--- config.mk ---
export PLATFORM = sky130hd
export DESIGN_NAME = fuzzy_option_ranker
export DESIGN_NICKNAME = d
export VERILOG_FILES = /design/src/rtl/for_pkg.sv /design/src/rtl/fuzzy_option_ranker.sv /design/src/rtl/for_ram.sv /design/src/rtl/for_alu.sv /design/src/rtl/for_ctrl.sv
export SDC_FILE = /design/constraint.sdc
export NUM_CORES = 2
export LEC_CHECK = 0
export BUFFER_PORTS_ARGS = -buffer_cell sky130_fd_sc_hd__buf_2
export CORE_MARGIN = 2
export CORE_UTILIZATION = 40
export CTS_CLUSTER_DIAMETER = 150
export DETAILED_ROUTE_END_ITERATION = 10
export GPL_TIMING_DRIVEN = 0
export PLACE_DENSITY = 0.59
export SYNTH_ARGS = -nofsm -noshare
export SYNTH_HDL_FRONTEND = slang
export SYNTH_SLANG_ARGS = --single-unit
--- constraint.sdc ---
create_clock -name clk -period 11.3 [get_ports clk]
set_clock_uncertainty 0.1 [all_clocks]
set_input_delay 1.13 -clock clk [delete_from_list [all_inputs] [get_ports clk]]
set_output_delay 1.13 -clock clk [all_outputs]
set_load 0.1 [all_outputs]
--- src/rtl/for_pkg.sv ---
// ---------------------------------------------------------------------------
// for_pkg
// Shared types and constants of the fuzzy option ranker.
// ---------------------------------------------------------------------------
`timescale 1ns / 1ps
`default_nettype none

package for_pkg;

  localparam int CHAR_W     = 21;
  localparam int SCORE_W    = 14;
  localparam int IDX_W      = 5;
  localparam int OP_W       = 2;
  localparam int IN_DATA_W  = 24;
  localparam int OUT_DATA_W = 24;

  localparam logic [SCORE_W-1:0] SCORE_MAX = 14'h3FFF;
  localparam logic [SCORE_W-1:0] POS_BONUS = 14'd80;

  localparam logic [OP_W-1:0] OP_CLEAR  = 2'd0;
  localparam logic [OP_W-1:0] OP_QUERY  = 2'd1;
  localparam logic [OP_W-1:0] OP_OPTION = 2'd2;
  localparam logic [OP_W-1:0] OP_RANK   = 2'd3;

  typedef enum logic [2:0] {
    ST_IDLE,
    ST_SCAN_Q,
    ST_OPT_END,
    ST_SCAN_R,
    ST_EMIT
  } state_t;

  typedef enum logic [2:0] {
    ALU_NOP,
    ALU_CLR,
    ALU_ACC,
    ALU_RANK_INIT,
    ALU_RANK_STEP,
    ALU_RANK_NEXT
  } alu_op_t;

  typedef struct packed {
    alu_op_t op;
    logic    pos_hit;
  } alu_cmd_t;

  typedef struct packed {
    logic               vld;
    logic [IDX_W-1:0]   idx;
    logic [SCORE_W-1:0] score;
    logic               last;
    logic               none;
  } emit_t;

endpackage

`default_nettype wire

--- src/rtl/fuzzy_option_ranker.sv ---
// ---------------------------------------------------------------------------
// Fuzzy option ranker
// Scores option names against a query string and emits them ranked.
// ---------------------------------------------------------------------------
// Input beats (in_*): tuser carries the operation (clear, query char, option
// char, rank), tdata the code point and tlast marks an option's final char.
// Clear and query beats may arrive back to back.
// An option char walks the stored query through one compare/add unit, one
// query entry per cycle; the walk is skipped when the query is empty or the
// name is past its length limit.
// A rank beat runs one selection pass per stored option over the score
// memory and hands each pass's result to the output register. With no
// option stored it gives one result flagged by out_tuser.
// out_tlast marks the last result of a ranking run.
// in_tready is low while an item is in progress. The output register holds
// a result while out_tready is low; a ranking pass then waits for it.
// Reset (rst_n low, synchronous) empties the query and option table.
// ---------------------------------------------------------------------------
`timescale 1ns / 1ps
`default_nettype none

module fuzzy_option_ranker #(
  parameter int MAX_QUERY   = 64,
  parameter int MAX_NAME    = 64,
  parameter int MAX_OPTIONS = 32
) (
  input  wire logic                              clk,
  input  wire logic                              rst_n,
  input  wire logic                              in_tvalid,
  output logic                                   in_tready,
  input  wire logic [for_pkg::IN_DATA_W-1:0]     in_tdata,   // [20:0] char_value
  input  wire logic [for_pkg::OP_W-1:0]          in_tuser,   // [1:0] operation
  input  wire logic                              in_tlast,   // last_char
  output logic                                   out_tvalid,
  input  wire logic                              out_tready,
  output logic      [for_pkg::OUT_DATA_W-1:0]    out_tdata,  // [4:0] option_index, [18:5] score
  output logic                                   out_tuser,  // [0] none
  output logic                                   out_tlast   // final_res
);

  localparam int QA_W = (MAX_QUERY > 1) ? $clog2(MAX_QUERY) : 1;
  localparam int OA_W = (MAX_OPTIONS > 1) ? $clog2(MAX_OPTIONS) : 1;
  localparam int CW   = for_pkg::CHAR_W;
  localparam int SW   = for_pkg::SCORE_W;
  localparam int PAD  = for_pkg::OUT_DATA_W - for_pkg::IDX_W - SW;

  logic                 q_we, s_we;
  logic [QA_W-1:0]      q_waddr, q_raddr;
  logic [OA_W-1:0]      s_waddr, s_raddr;
  logic [CW-1:0]        q_rdata;
  logic [SW-1:0]        s_rdata;
  logic [CW-1:0]        cur_char;
  logic [OA_W-1:0]      rd_idx;
  logic [SW-1:0]        run_score, best_score;
  logic [OA_W-1:0]      best_idx;
  for_pkg::alu_cmd_t    alu_cmd;
  for_pkg::emit_t       emit;
  logic                 out_free;

  logic                           out_vld_r, out_vld_nxt;
  logic [for_pkg::IDX_W-1:0]      out_idx_r;
  logic [SW-1:0]                  out_score_r;
  logic                           out_last_r;
  logic                           out_none_r;

  for_ctrl #(
    .MAX_QUERY   (MAX_QUERY),
    .MAX_NAME    (MAX_NAME),
    .MAX_OPTIONS (MAX_OPTIONS)
  ) u_ctrl (
    .clk        (clk),
    .rst_n      (rst_n),
    .in_valid   (in_tvalid),
    .in_ready   (in_tready),
    .in_op      (in_tuser),
    .in_char    (in_tdata[CW-1:0]),
    .in_last    (in_tlast),
    .q_we       (q_we),
    .q_waddr    (q_waddr),
    .q_raddr    (q_raddr),
    .s_we       (s_we),
    .s_waddr    (s_waddr),
    .s_raddr    (s_raddr),
    .alu_cmd    (alu_cmd),
    .cur_char   (cur_char),
    .rd_idx     (rd_idx),
    .best_score (best_score),
    .best_idx   (best_idx),
    .emit       (emit),
    .out_free   (out_free)
  );

  for_ram #(
    .WIDTH (CW),
    .DEPTH (MAX_QUERY),
    .AW    (QA_W)
  ) u_qmem (
    .clk   (clk),
    .we    (q_we),
    .waddr (q_waddr),
    .wdata (in_tdata[CW-1:0]),
    .raddr (q_raddr),
    .rdata (q_rdata)
  );

  for_ram #(
    .WIDTH (SW),
    .DEPTH (MAX_OPTIONS),
    .AW    (OA_W)
  ) u_smem (
    .clk   (clk),
    .we    (s_we),
    .waddr (s_waddr),
    .wdata (run_score),
    .raddr (s_raddr),
    .rdata (s_rdata)
  );

  for_alu #(
    .IDX_W (OA_W)
  ) u_alu (
    .clk        (clk),
    .rst_n      (rst_n),
    .cmd        (alu_cmd),
    .q_char     (q_rdata),
    .c_char     (cur_char),
    .rd_score   (s_rdata),
    .rd_idx     (rd_idx),
    .run_score  (run_score),
    .best_score (best_score),
    .best_idx   (best_idx)
  );

  // Output register: a new result loads when the register is empty or its
  // beat is being taken in the same cycle.
  assign out_free = !out_vld_r || out_tready;

  always_comb begin
    out_vld_nxt = out_vld_r;
    if (emit.vld && out_free) begin
      out_vld_nxt = 1'b1;
    end else if (out_tready) begin
      out_vld_nxt = 1'b0;
    end
  end

  always_ff @(posedge clk) begin
    if (!rst_n) begin
      out_vld_r <= 1'b0;
    end else begin
      out_vld_r <= out_vld_nxt;
    end
  end

  always_ff @(posedge clk) begin
    if (emit.vld && out_free) begin
      out_idx_r   <= emit.idx;
      out_score_r <= emit.score;
      out_last_r  <= emit.last;
      out_none_r  <= emit.none;
    end
  end

  assign out_tvalid = out_vld_r;
  assign out_tdata  = {{PAD{1'b0}}, out_score_r, out_idx_r};
  assign out_tuser  = out_none_r;
  assign out_tlast  = out_last_r;

endmodule

`default_nettype wire

--- src/rtl/for_ram.sv ---
// ---------------------------------------------------------------------------
// for_ram
// Simple dual-port memory: one write port, one registered read port.
// ---------------------------------------------------------------------------
`timescale 1ns / 1ps
`default_nettype none

module for_ram #(
  parameter int WIDTH = 21,
  parameter int DEPTH = 64,
  parameter int AW    = 6
) (
  input  wire logic             clk,
  input  wire logic             we,
  input  wire logic [AW-1:0]    waddr,
  input  wire logic [WIDTH-1:0] wdata,
  input  wire logic [AW-1:0]    raddr,
  output logic      [WIDTH-1:0] rdata
);

  logic [WIDTH-1:0] mem [DEPTH];
  logic [WIDTH-1:0] rdata_r;

  always_ff @(posedge clk) begin
    if (we) begin
      mem[waddr] <= wdata;
    end
    rdata_r <= mem[raddr];
  end

  assign rdata = rdata_r;

endmodule

`default_nettype wire

--- src/rtl/for_alu.sv ---
// ---------------------------------------------------------------------------
// for_alu
// Shared compare and saturating-add unit for scoring and ranking.
// ---------------------------------------------------------------------------
`timescale 1ns / 1ps
`default_nettype none

module for_alu #(
  parameter int IDX_W = 5
) (
  input  wire logic                          clk,
  input  wire logic                          rst_n,
  input  wire for_pkg::alu_cmd_t             cmd,
  input  wire logic [for_pkg::CHAR_W-1:0]    q_char,
  input  wire logic [for_pkg::CHAR_W-1:0]    c_char,
  input  wire logic [for_pkg::SCORE_W-1:0]   rd_score,
  input  wire logic [IDX_W-1:0]              rd_idx,
  output logic      [for_pkg::SCORE_W-1:0]   run_score,
  output logic      [for_pkg::SCORE_W-1:0]   best_score,
  output logic      [IDX_W-1:0]              best_idx
);

  localparam int SW = for_pkg::SCORE_W;

  logic [SW-1:0]    run_r, run_nxt;
  logic             best_vld_r, best_vld_nxt;
  logic [SW-1:0]    best_score_r, best_score_nxt;
  logic [IDX_W-1:0] best_idx_r, best_idx_nxt;
  logic             prev_vld_r, prev_vld_nxt;
  logic [SW-1:0]    prev_score_r, prev_score_nxt;
  logic [IDX_W-1:0] prev_idx_r, prev_idx_nxt;

  logic          char_eq;
  logic [SW-1:0] inc;
  logic [SW:0]   sum;
  logic [SW-1:0] sat_sum;
  logic          qualify;
  logic          better;

  assign char_eq = (q_char == c_char);
  assign inc     = cmd.pos_hit ? (for_pkg::POS_BONUS + SW'(1)) : SW'(1);
  assign sum     = {1'b0, run_r} + {1'b0, inc};
  assign sat_sum = (sum > {1'b0, for_pkg::SCORE_MAX}) ? for_pkg::SCORE_MAX : sum[SW-1:0];

  // A candidate is still unranked when it sorts after the previously emitted
  // option: lower score, or equal score with a higher index.
  assign qualify = !prev_vld_r || (rd_score < prev_score_r) ||
                   ((rd_score == prev_score_r) && (rd_idx > prev_idx_r));
  assign better  = !best_vld_r || (rd_score > best_score_r);

  always_comb begin
    run_nxt        = run_r;
    best_vld_nxt   = best_vld_r;
    best_score_nxt = best_score_r;
    best_idx_nxt   = best_idx_r;
    prev_vld_nxt   = prev_vld_r;
    prev_score_nxt = prev_score_r;
    prev_idx_nxt   = prev_idx_r;
    unique case (cmd.op)
      for_pkg::ALU_NOP: begin
      end
      for_pkg::ALU_CLR: begin
        run_nxt = '0;
      end
      for_pkg::ALU_ACC: begin
        if (char_eq) begin
          run_nxt = sat_sum;
        end
      end
      for_pkg::ALU_RANK_INIT: begin
        prev_vld_nxt = 1'b0;
        best_vld_nxt = 1'b0;
      end
      for_pkg::ALU_RANK_STEP: begin
        if (qualify && better) begin
          best_vld_nxt   = 1'b1;
          best_score_nxt = rd_score;
          best_idx_nxt   = rd_idx;
        end
      end
      for_pkg::ALU_RANK_NEXT: begin
        prev_vld_nxt   = 1'b1;
        prev_score_nxt = best_score_r;
        prev_idx_nxt   = best_idx_r;
        best_vld_nxt   = 1'b0;
      end
      default: begin
      end
    endcase
  end

  always_ff @(posedge clk) begin
    if (!rst_n) begin
      run_r      <= '0;
      best_vld_r <= 1'b0;
      prev_vld_r <= 1'b0;
    end else begin
      run_r      <= run_nxt;
      best_vld_r <= best_vld_nxt;
      prev_vld_r <= prev_vld_nxt;
    end
  end

  always_ff @(posedge clk) begin
    best_score_r <= best_score_nxt;
    best_idx_r   <= best_idx_nxt;
    prev_score_r <= prev_score_nxt;
    prev_idx_r   <= prev_idx_nxt;
  end

  assign run_score  = run_r;
  assign best_score = best_score_r;
  assign best_idx   = best_idx_r;

endmodule

`default_nettype wire

--- src/rtl/for_ctrl.sv ---
// ---------------------------------------------------------------------------
// for_ctrl
// Sequencer: query/option bookkeeping, memory scans and ranking passes.
// ---------------------------------------------------------------------------
`timescale 1ns / 1ps
`default_nettype none

module for_ctrl #(
  parameter  int MAX_QUERY   = 64,
  parameter  int MAX_NAME    = 64,
  parameter  int MAX_OPTIONS = 32,
  localparam int QL_W  = $clog2(MAX_QUERY + 1),
  localparam int QA_W  = (MAX_QUERY > 1) ? $clog2(MAX_QUERY) : 1,
  localparam int OC_W  = $clog2(MAX_OPTIONS + 1),
  localparam int OA_W  = (MAX_OPTIONS > 1) ? $clog2(MAX_OPTIONS) : 1
) (
  input  wire logic                          clk,
  input  wire logic                          rst_n,
  input  wire logic                          in_valid,
  output logic                               in_ready,
  input  wire logic [for_pkg::OP_W-1:0]      in_op,
  input  wire logic [for_pkg::CHAR_W-1:0]    in_char,
  input  wire logic                          in_last,
  output logic                               q_we,
  output logic      [QA_W-1:0]               q_waddr,
  output logic      [QA_W-1:0]               q_raddr,
  output logic                               s_we,
  output logic      [OA_W-1:0]               s_waddr,
  output logic      [OA_W-1:0]               s_raddr,
  output for_pkg::alu_cmd_t                  alu_cmd,
  output logic      [for_pkg::CHAR_W-1:0]    cur_char,
  output logic      [OA_W-1:0]               rd_idx,
  input  wire logic [for_pkg::SCORE_W-1:0]   best_score,
  input  wire logic [OA_W-1:0]               best_idx,
  output for_pkg::emit_t                     emit,
  input  wire logic                          out_free
);

  localparam int NP_W      = $clog2(MAX_NAME + 1);
  localparam int CNT_W     = (QL_W > OC_W) ? QL_W : OC_W;
  localparam int CMP_W     = (CNT_W > NP_W) ? CNT_W : NP_W;
  localparam int OUT_IDX_W = for_pkg::IDX_W;

  for_pkg::state_t state_r, state_nxt;

  logic [QL_W-1:0]             qlen_r, qlen_nxt;
  logic [OC_W-1:0]             ocnt_r, ocnt_nxt;
  logic [NP_W-1:0]             npos_r, npos_nxt;
  logic [for_pkg::CHAR_W-1:0]  char_r, char_nxt;
  logic                        last_r, last_nxt;
  logic [CNT_W-1:0]            iss_r, iss_nxt;
  logic                        p_vld_r;
  logic [CNT_W-1:0]            p_idx_r;
  logic [OC_W-1:0]             rank_r, rank_nxt;

  logic             accept;
  logic             scanning;
  logic [CNT_W-1:0] scan_lim;
  logic             issuing;
  logic             scan_done;
  logic             emit_last;
  logic             q_room;
  logic             s_room;
  logic             name_room;

  assign accept    = in_valid && in_ready;
  assign scanning  = (state_r == for_pkg::ST_SCAN_Q) || (state_r == for_pkg::ST_SCAN_R);
  assign scan_lim  = (state_r == for_pkg::ST_SCAN_Q) ? CNT_W'(qlen_r) : CNT_W'(ocnt_r);
  assign issuing   = scanning && (iss_r < scan_lim);
  assign scan_done = !issuing && !p_vld_r;
  assign q_room    = (qlen_r < QL_W'(MAX_QUERY));
  assign s_room    = (ocnt_r < OC_W'(MAX_OPTIONS));
  assign name_room = (npos_r < NP_W'(MAX_NAME));
  assign emit_last = (ocnt_r == '0) ||
                     (({1'b0, rank_r} + (OC_W+1)'(1)) == {1'b0, ocnt_r});

  // Next state.
  always_comb begin
    state_nxt = state_r;
    unique case (state_r)
      for_pkg::ST_IDLE: begin
        if (in_valid) begin
          if (in_op == for_pkg::OP_OPTION) begin
            state_nxt = (name_room && (qlen_r != '0)) ? for_pkg::ST_SCAN_Q
                                                       : for_pkg::ST_OPT_END;
          end else if (in_op == for_pkg::OP_RANK) begin
            state_nxt = (ocnt_r == '0) ? for_pkg::ST_EMIT : for_pkg::ST_SCAN_R;
          end
        end
      end
      for_pkg::ST_SCAN_Q: begin
        if (scan_done) begin
          state_nxt = for_pkg::ST_OPT_END;
        end
      end
      for_pkg::ST_OPT_END: begin
        state_nxt = for_pkg::ST_IDLE;
      end
      for_pkg::ST_SCAN_R: begin
        if (scan_done) begin
          state_nxt = for_pkg::ST_EMIT;
        end
      end
      for_pkg::ST_EMIT: begin
        if (out_free) begin
          state_nxt = emit_last ? for_pkg::ST_IDLE : for_pkg::ST_SCAN_R;
        end
      end
      default: state_nxt = for_pkg::ST_IDLE;
    endcase
  end

  // Outputs toward memories, the shared unit and the output stage.
  always_comb begin
    in_ready         = (state_r == for_pkg::ST_IDLE);
    q_we             = 1'b0;
    s_we             = 1'b0;
    alu_cmd.op       = for_pkg::ALU_NOP;
    alu_cmd.pos_hit  = (CMP_W'(p_idx_r) == CMP_W'(npos_r));
    emit.vld         = 1'b0;
    emit.none        = (ocnt_r == '0);
    emit.last        = emit_last;
    emit.idx         = (ocnt_r == '0) ? '0 : OUT_IDX_W'(best_idx);
    emit.score       = (ocnt_r == '0) ? '0 : best_score;
    unique case (state_r)
      for_pkg::ST_IDLE: begin
        if (in_valid) begin
          if (in_op == for_pkg::OP_CLEAR) begin
            alu_cmd.op = for_pkg::ALU_CLR;
          end else if (in_op == for_pkg::OP_QUERY) begin
            q_we = q_room;
          end else if (in_op == for_pkg::OP_RANK) begin
            alu_cmd.op = for_pkg::ALU_RANK_INIT;
          end
        end
      end
      for_pkg::ST_SCAN_Q: begin
        if (p_vld_r) begin
          alu_cmd.op = for_pkg::ALU_ACC;
        end
      end
      for_pkg::ST_OPT_END: begin
        if (last_r) begin
          s_we       = s_room;
          alu_cmd.op = for_pkg::ALU_CLR;
        end
      end
      for_pkg::ST_SCAN_R: begin
        if (p_vld_r) begin
          alu_cmd.op = for_pkg::ALU_RANK_STEP;
        end
      end
      for_pkg::ST_EMIT: begin
        emit.vld = 1'b1;
        if (out_free && !emit_last) begin
          alu_cmd.op = for_pkg::ALU_RANK_NEXT;
        end
      end
      default: begin
      end
    endcase
  end

  // Counters and captured item fields.
  always_comb begin
    qlen_nxt = qlen_r;
    ocnt_nxt = ocnt_r;
    npos_nxt = npos_r;
    char_nxt = char_r;
    last_nxt = last_r;
    rank_nxt = rank_r;
    iss_nxt  = scanning ? (issuing ? iss_r + CNT_W'(1) : iss_r) : '0;
    if (accept) begin
      unique case (in_op)
        for_pkg::OP_CLEAR: begin
          qlen_nxt = '0;
          ocnt_nxt = '0;
          npos_nxt = '0;
        end
        for_pkg::OP_QUERY: begin
          if (q_room) begin
            qlen_nxt = qlen_r + QL_W'(1);
          end
        end
        for_pkg::OP_OPTION: begin
          char_nxt = in_char;
          last_nxt = in_last;
        end
        for_pkg::OP_RANK: begin
          rank_nxt = '0;
        end
        default: begin
        end
      endcase
    end
    if (state_r == for_pkg::ST_OPT_END) begin
      if (name_room) begin
        npos_nxt = npos_r + NP_W'(1);
      end
      if (last_r) begin
        npos_nxt = '0;
        if (s_room) begin
          ocnt_nxt = ocnt_r + OC_W'(1);
        end
      end
    end
    if ((state_r == for_pkg::ST_EMIT) && out_free && !emit_last) begin
      rank_nxt = rank_r + OC_W'(1);
    end
  end

  always_ff @(posedge clk) begin
    if (!rst_n) begin
      state_r <= for_pkg::ST_IDLE;
      qlen_r  <= '0;
      ocnt_r  <= '0;
      npos_r  <= '0;
      iss_r   <= '0;
      p_vld_r <= 1'b0;
      rank_r  <= '0;
    end else begin
      state_r <= state_nxt;
      qlen_r  <= qlen_nxt;
      ocnt_r  <= ocnt_nxt;
      npos_r  <= npos_nxt;
      iss_r   <= iss_nxt;
      p_vld_r <= issuing;
      rank_r  <= rank_nxt;
    end
  end

  always_ff @(posedge clk) begin
    char_r  <= char_nxt;
    last_r  <= last_nxt;
    p_idx_r <= iss_r;
  end

  assign q_waddr  = qlen_r[QA_W-1:0];
  assign q_raddr  = iss_r[QA_W-1:0];
  assign s_waddr  = ocnt_r[OA_W-1:0];
  assign s_raddr  = iss_r[OA_W-1:0];
  assign rd_idx   = p_idx_r[OA_W-1:0];
  assign cur_char = char_r;

endmodule

`default_nettype wire

; Word-level counts from Yosys, hierarchy flattened
; Memory sizes are Yosys's and may differ from the RTL's. A register that Yosys moved wholly into a read port is not among the register bits.
; Cells that the tools add are included.
[word_totals]
regBits = 142
ram_bits = 1792
inputBits = 31
n_memories = 2
[op_classes]
addsub = 7
magnitude_cmp = 8
n_eq_ne = 24
mux = 55
reduce_logical = 42
[memory_table]
columns = memory, depth, width, read_ports, rd_clocked_by_memory_dff, write_ports, line_no
row1 = u_qmem.mem, 64, 21, 1, 1, 1, for_ram.sv:21  ; logic [WIDTH-1:0] mem [DEPTH];
row2 = u_smem.mem, 32, 14, 1, 1, 1, for_ram.sv:21
[op_table]
columns = cell, count
row1 = $mux W7, 8
row2 = $mux W6, 8
row3 = $mux W3, 12
row4 = $mux W14, 2
row5 = $pmux W14 S2, 1
row6 = $add A7 B1 Y7 const B, 3
row7 = $eq A21 B21 Y1, 1
row8 = $add A14 B14 Y15, 1
row9 = $gt A15 B14 Y1 const B, 1
row10 = $mux W1, 15
row11 = $pmux W3 S5, 1
row12 = $eq A14 B14 Y1, 1
row13 = $gt A14 B14 Y1, 1
row14 = $lt A14 B14 Y1, 1
row15 = $lt A7 B7 Y1 const B, 2
row16 = $pmux W7 S2, 1
row17 = $reduce_bool A2 Y1, 7
row18 = $add A6 B1 Y6 const B, 2
row19 = $eq A3 B2 Y1 const B, 4
row20 = $pmux W3 S4, 1
row21 = $reduce_and A2 Y1, 6
row22 = $logic_and A1 B1 Y1, 10
row23 = $ne A2 B1 Y1 const B, 5
row24 = $eq A3 B3 Y1 const B, 3
row25 = other kinds (22), 39

; Depth between registers and ports, before layout
[logic_depth]
ltp_word = 11
ltp_mapped = 13
mapped_depth_nobuf = 10

; By module
; A second synthesis with hierarchy kept.
[hier_totals]
hier_cells = 3932
hier_area_um2 = 77450.5
[modules_own_cells]
columns = mod, instances, cells_each, area_each_um2
row1 = for_ram (u_qmem), 1, 2190, 51717.1
row2 = for_ram (u_smem), 1, 1006, 18011.0
row3 = for_ctrl, 1, 378, 3568.4
row4 = for_alu, 1, 326, 3424.5
row5 = fuzzy_option_ranker, 1, 32, 729.4

; Worst setup path before layout
; Ideal clock, no wire load.
[synth_timing]
path_type = reg2reg
from = register u_ctrl.state_r[2]
to = memory u_qmem.mem[39][0], enable pin
t_arrival_ns = 6.172
slack_ns = 4.567
stages_incl_launch_ff = 7
path_buffers = 1
path_cell_list = dfxtp_1 buf_6 nor3_1 nand2_1 nor3_1 nand4_1 nor4b_1
[synth_between]
elab_chain_cells = 4
[synth_rtl]
columns = item, line_no
row1 = from (decl), for_ctrl.sv:44  ; for_pkg::state_t state_r, state_nxt;
row2 = from (signal assigned), for_ctrl.sv:214  ; state_r <= for_pkg::ST_IDLE;
row3 = from (signal assigned), for_ctrl.sv:222  ; state_r <= state_nxt;
row4 = $logic_not A3 Y1, n/a
row5 = named net in_tready, fuzzy_option_ranker.sv:30  ; output logic in_tready,
row6 = $mux W1, for_ctrl.sv:125  ; unique case (state_r)
row7 = $mux W1, for_ram.sv:25  ; if (we) begin
row8 = $mux W1 (implied by the code), for_ram.sv:26  ; mem[waddr] <= wdata;
row9 = to (decl), for_ram.sv:21
; The timed path passes the listed nets, and every way through them passes these cells.

==> run metrics <==
result of the run finished clean; Critical-path top delay cell sky130_fd_sc_hd__buf_1; number of standard cells in the layout, taps in and fillers out ~6.4k; share of layout cells above drive strength 1 29.5%; Post-synth top cells sky130_fd_sc_hd__edfxtp_1 (1873), sky130_fd_sc_hd__mux4_2 (581), sky130_fd_sc_hd__nor2_1 (171); remaining global-route overflow 0; max-capacitance violation count 0; DRC violations left 0; core outline area 190000 µm²; Post-CTS Hold Fix Bufs 0; series of cell instances along the critical path clkbuf_1 > clkbuf_1 > buf_1 > clkbuf_1 > mux4_2 > mux4_2 > mux2_2; Main synth FF type sky130_fd_sc_hd__edfxtp_1; clock tree from TritonCTS built; remaining number of nets flagged by the antenna check after routing 0; share of the synthesized area in the top cell type 73.5%; ratio of final minimum period to clock period ~48%; final-report max-slew violation count 0; biggest area consumer among synthesized cells sky130_fd_sc_hd__edfxtp_1; CP arrival slightly above 6 ns; setup slack after layout 5.86 ns; layout-stage area growth over the synthesis result 14.5%; kind of critical path reg -> reg; antenna violations before repair 14; Post-CTS Setup Repair Bufs 0; Max transition margin 7.90%; largest buffer count on any clock path 3; num rows 160; H-tree Lvls 4; vias per inst roughly 5.6; transition time at the pin with the least slew margin between 1 and 1.5 ns; most frequent cell after synthesis sky130_fd_sc_hd__edfxtp_1; async set-reset flop share out of synthesis 0%; die outline width between 400 and 500 µm; gp weighted congestion roughly 0.88; starting density of the core 40.2%; share of synthesized area occupied by flip-flops and latches between 70% and 80%; count of different cell masters after synthesis 76; largest voltage drop on the vdd net approximately 0.00014 V; clock edge transition at the registers on the reported setup and hold paths 0.07 ns; power per unit of standard cell area 168 nW/µm²; DRT Pass-1 Iters 7; Top-Level Pins roughly 60; maximum number of pins on one net before global-route repair 66; summed instance area of the synthesized netlist ~76000 µm²; Die Outline Area between 150000 and 200000 µm²; final core occ a little under half; crit-path most repeated cell sky130_fd_sc_hd__clkbuf_1; largest fanout on the critical path 10; wire length of the first global-routing pass roughly 270000 µm; Starting DRT DRC Count roughly 4.0k; setup TNS after final layout 0 ns; worst path required time ~12 ns; Synthesis Warnings 0; unrepaired setup endpoints after global routing false; Post-Syn Instances between 3k and 4k; Peak Freq 184 MHz; final hold slack about 0.28 ns; top cells by area, synth sky130_fd_sc_hd__edfxtp_1 (74%), sky130_fd_sc_hd__mux4_2 (17%), sky130_fd_sc_hd__dfxtp_1 (2.5%); clock net sink count between 1.5k and 2k; leak pwr approximately 26 nW; crit path launch type flop; Final Hold Violating Endpoints 0; Gates resized, CTS repair 0; HPWL after detailed placement between 100000 and 150000 µm; number of buffer and inverter instances along the worst setup path 4; root cell of the clock tree sky130_fd_sc_hd__clkbuf_16; Finish-stage setup viols 0; longest individual stage delay on the worst path 0.98 ns; Net count, final 3827; Worst Setup End Kind flop; post-place setup slack 5.92 ns; Total Power 14.7 mW; number of global-route vias before repair 36.0k; routed wirelength normalized by instance count ~30 µm; EDFF count, synth approximately 1.9k; mean instance size in the synthesized netlist ~22 µm²; via count of the routed design between 30k and 40k; Tot GR Track Use about a fifth; clock latency reported for the late side of the worst-skew pair ~0.84 ns; gate family responsible for the most delay along the worst path buffers and inverters; Final min period about 5.4 ns; Seq cells post-synth 1969; number of port buffers 50; Final Instance Area ~88000 µm²; post-place instance area about 81000 µm²; Die Y-Extent around 440 µm; Min-Delay Path Class reg -> reg; clock buffer count from CTS around 190; drt total wl roughly 190000 µm; Placed Instances just over 6k
placed cells by master (no fill, tap or decap), drive strengths merged, types with 10 or more instances in the layout:
cell type	n
o21ai	33
ha	55
dfxtp	96
nand2	62
nand3b	10
nor3	19
edfxtp	1873
and2	18
nor4	15
mux2	15
inv	54
xor2	34
or3	10
nand4	20
xnor2	17
buf	181
nor2	171
a21o	15
mux4	581
nand3	29
a21oi	47
bufinv	20
clkbuf	342
clkinv	75
logic make-up after synthesis:
logic type / after synthesis / share of synthesized area (%)
muxes: 605 / 17.4
other: 1 / 0.00490
buffers and inverters: 217 / 1.23
and+or+nand+nor: 397 / 2.52
DFF: 1969 / 76.0
adders and majority gates: 56 / 0.913
xor gates and xnor gates: 51 / 0.584
AOI/OAI and AO/OA: 147 / 1.26
registers in the layout, indices dropped and copies added (netlist names), 3 cells and up:
register / cells
out_idx_r: 5
out_score_r: 14
u_alu.best_idx: 5
u_alu.best_score: 14
u_alu.prev_idx_r: 5
u_alu.prev_score_r: 14
u_alu.run_score: 14
u_ctrl.cur_char: 21
u_ctrl.iss_r: 7
u_ctrl.npos_r: 7
u_ctrl.ocnt_r: 6
u_ctrl.p_idx_r: 7
u_ctrl.qlen_r: 7
u_ctrl.rank_r: 6
u_ctrl.state_r: 3
u_qmem.mem: 1344
u_qmem.rdata: 21
u_smem.mem: 448
u_smem.rdata: 14
routing by layer:
layer | track usage [%] | routed length [µm]
met5 | 0 | 0
met4 | 5.32 | 4840
met3 | 3.10 | 11800
met2 | 31.9 | 93500
met1 | 26.7 | 77900
final timing paths:
path | slack (ns) | cells after the start | startpoint | endpoint
hold reg to reg | 0.28 | 0 | u_ctrl.iss_r[6] | u_ctrl.p_idx_r[6]
hold / removal | 0.28 | 0 | u_ctrl.iss_r[6] | u_ctrl.p_idx_r[6]
setup / recovery | 5.86 | 7 | u_ctrl.iss_r[1] | u_smem.rdata[3]
setup reg to reg | 5.86 | 7 | u_ctrl.iss_r[1] | u_smem.rdata[3]
power breakdown:
group	internal, mW	leakage, nW	total [mW]	switching (mW)
logic	0.0393	5.68	0.244	0.205
clock network	3.76	3.13	6.50	2.73
registers	7.97	17.3	7.98	0.00715
final cells by class:
class,instances,area [µm²]
tap,2511,3140
multi-input combinational,1261,17800
clock buffer,253,5310
sequential,1969,58200
timing repair buffer,101,1100
fill,15776,103000
buffer,169,762
antenna,5,12.5
clock inverter,104,1080
inverter,48,180
Power figures use the tool's default switching activity.
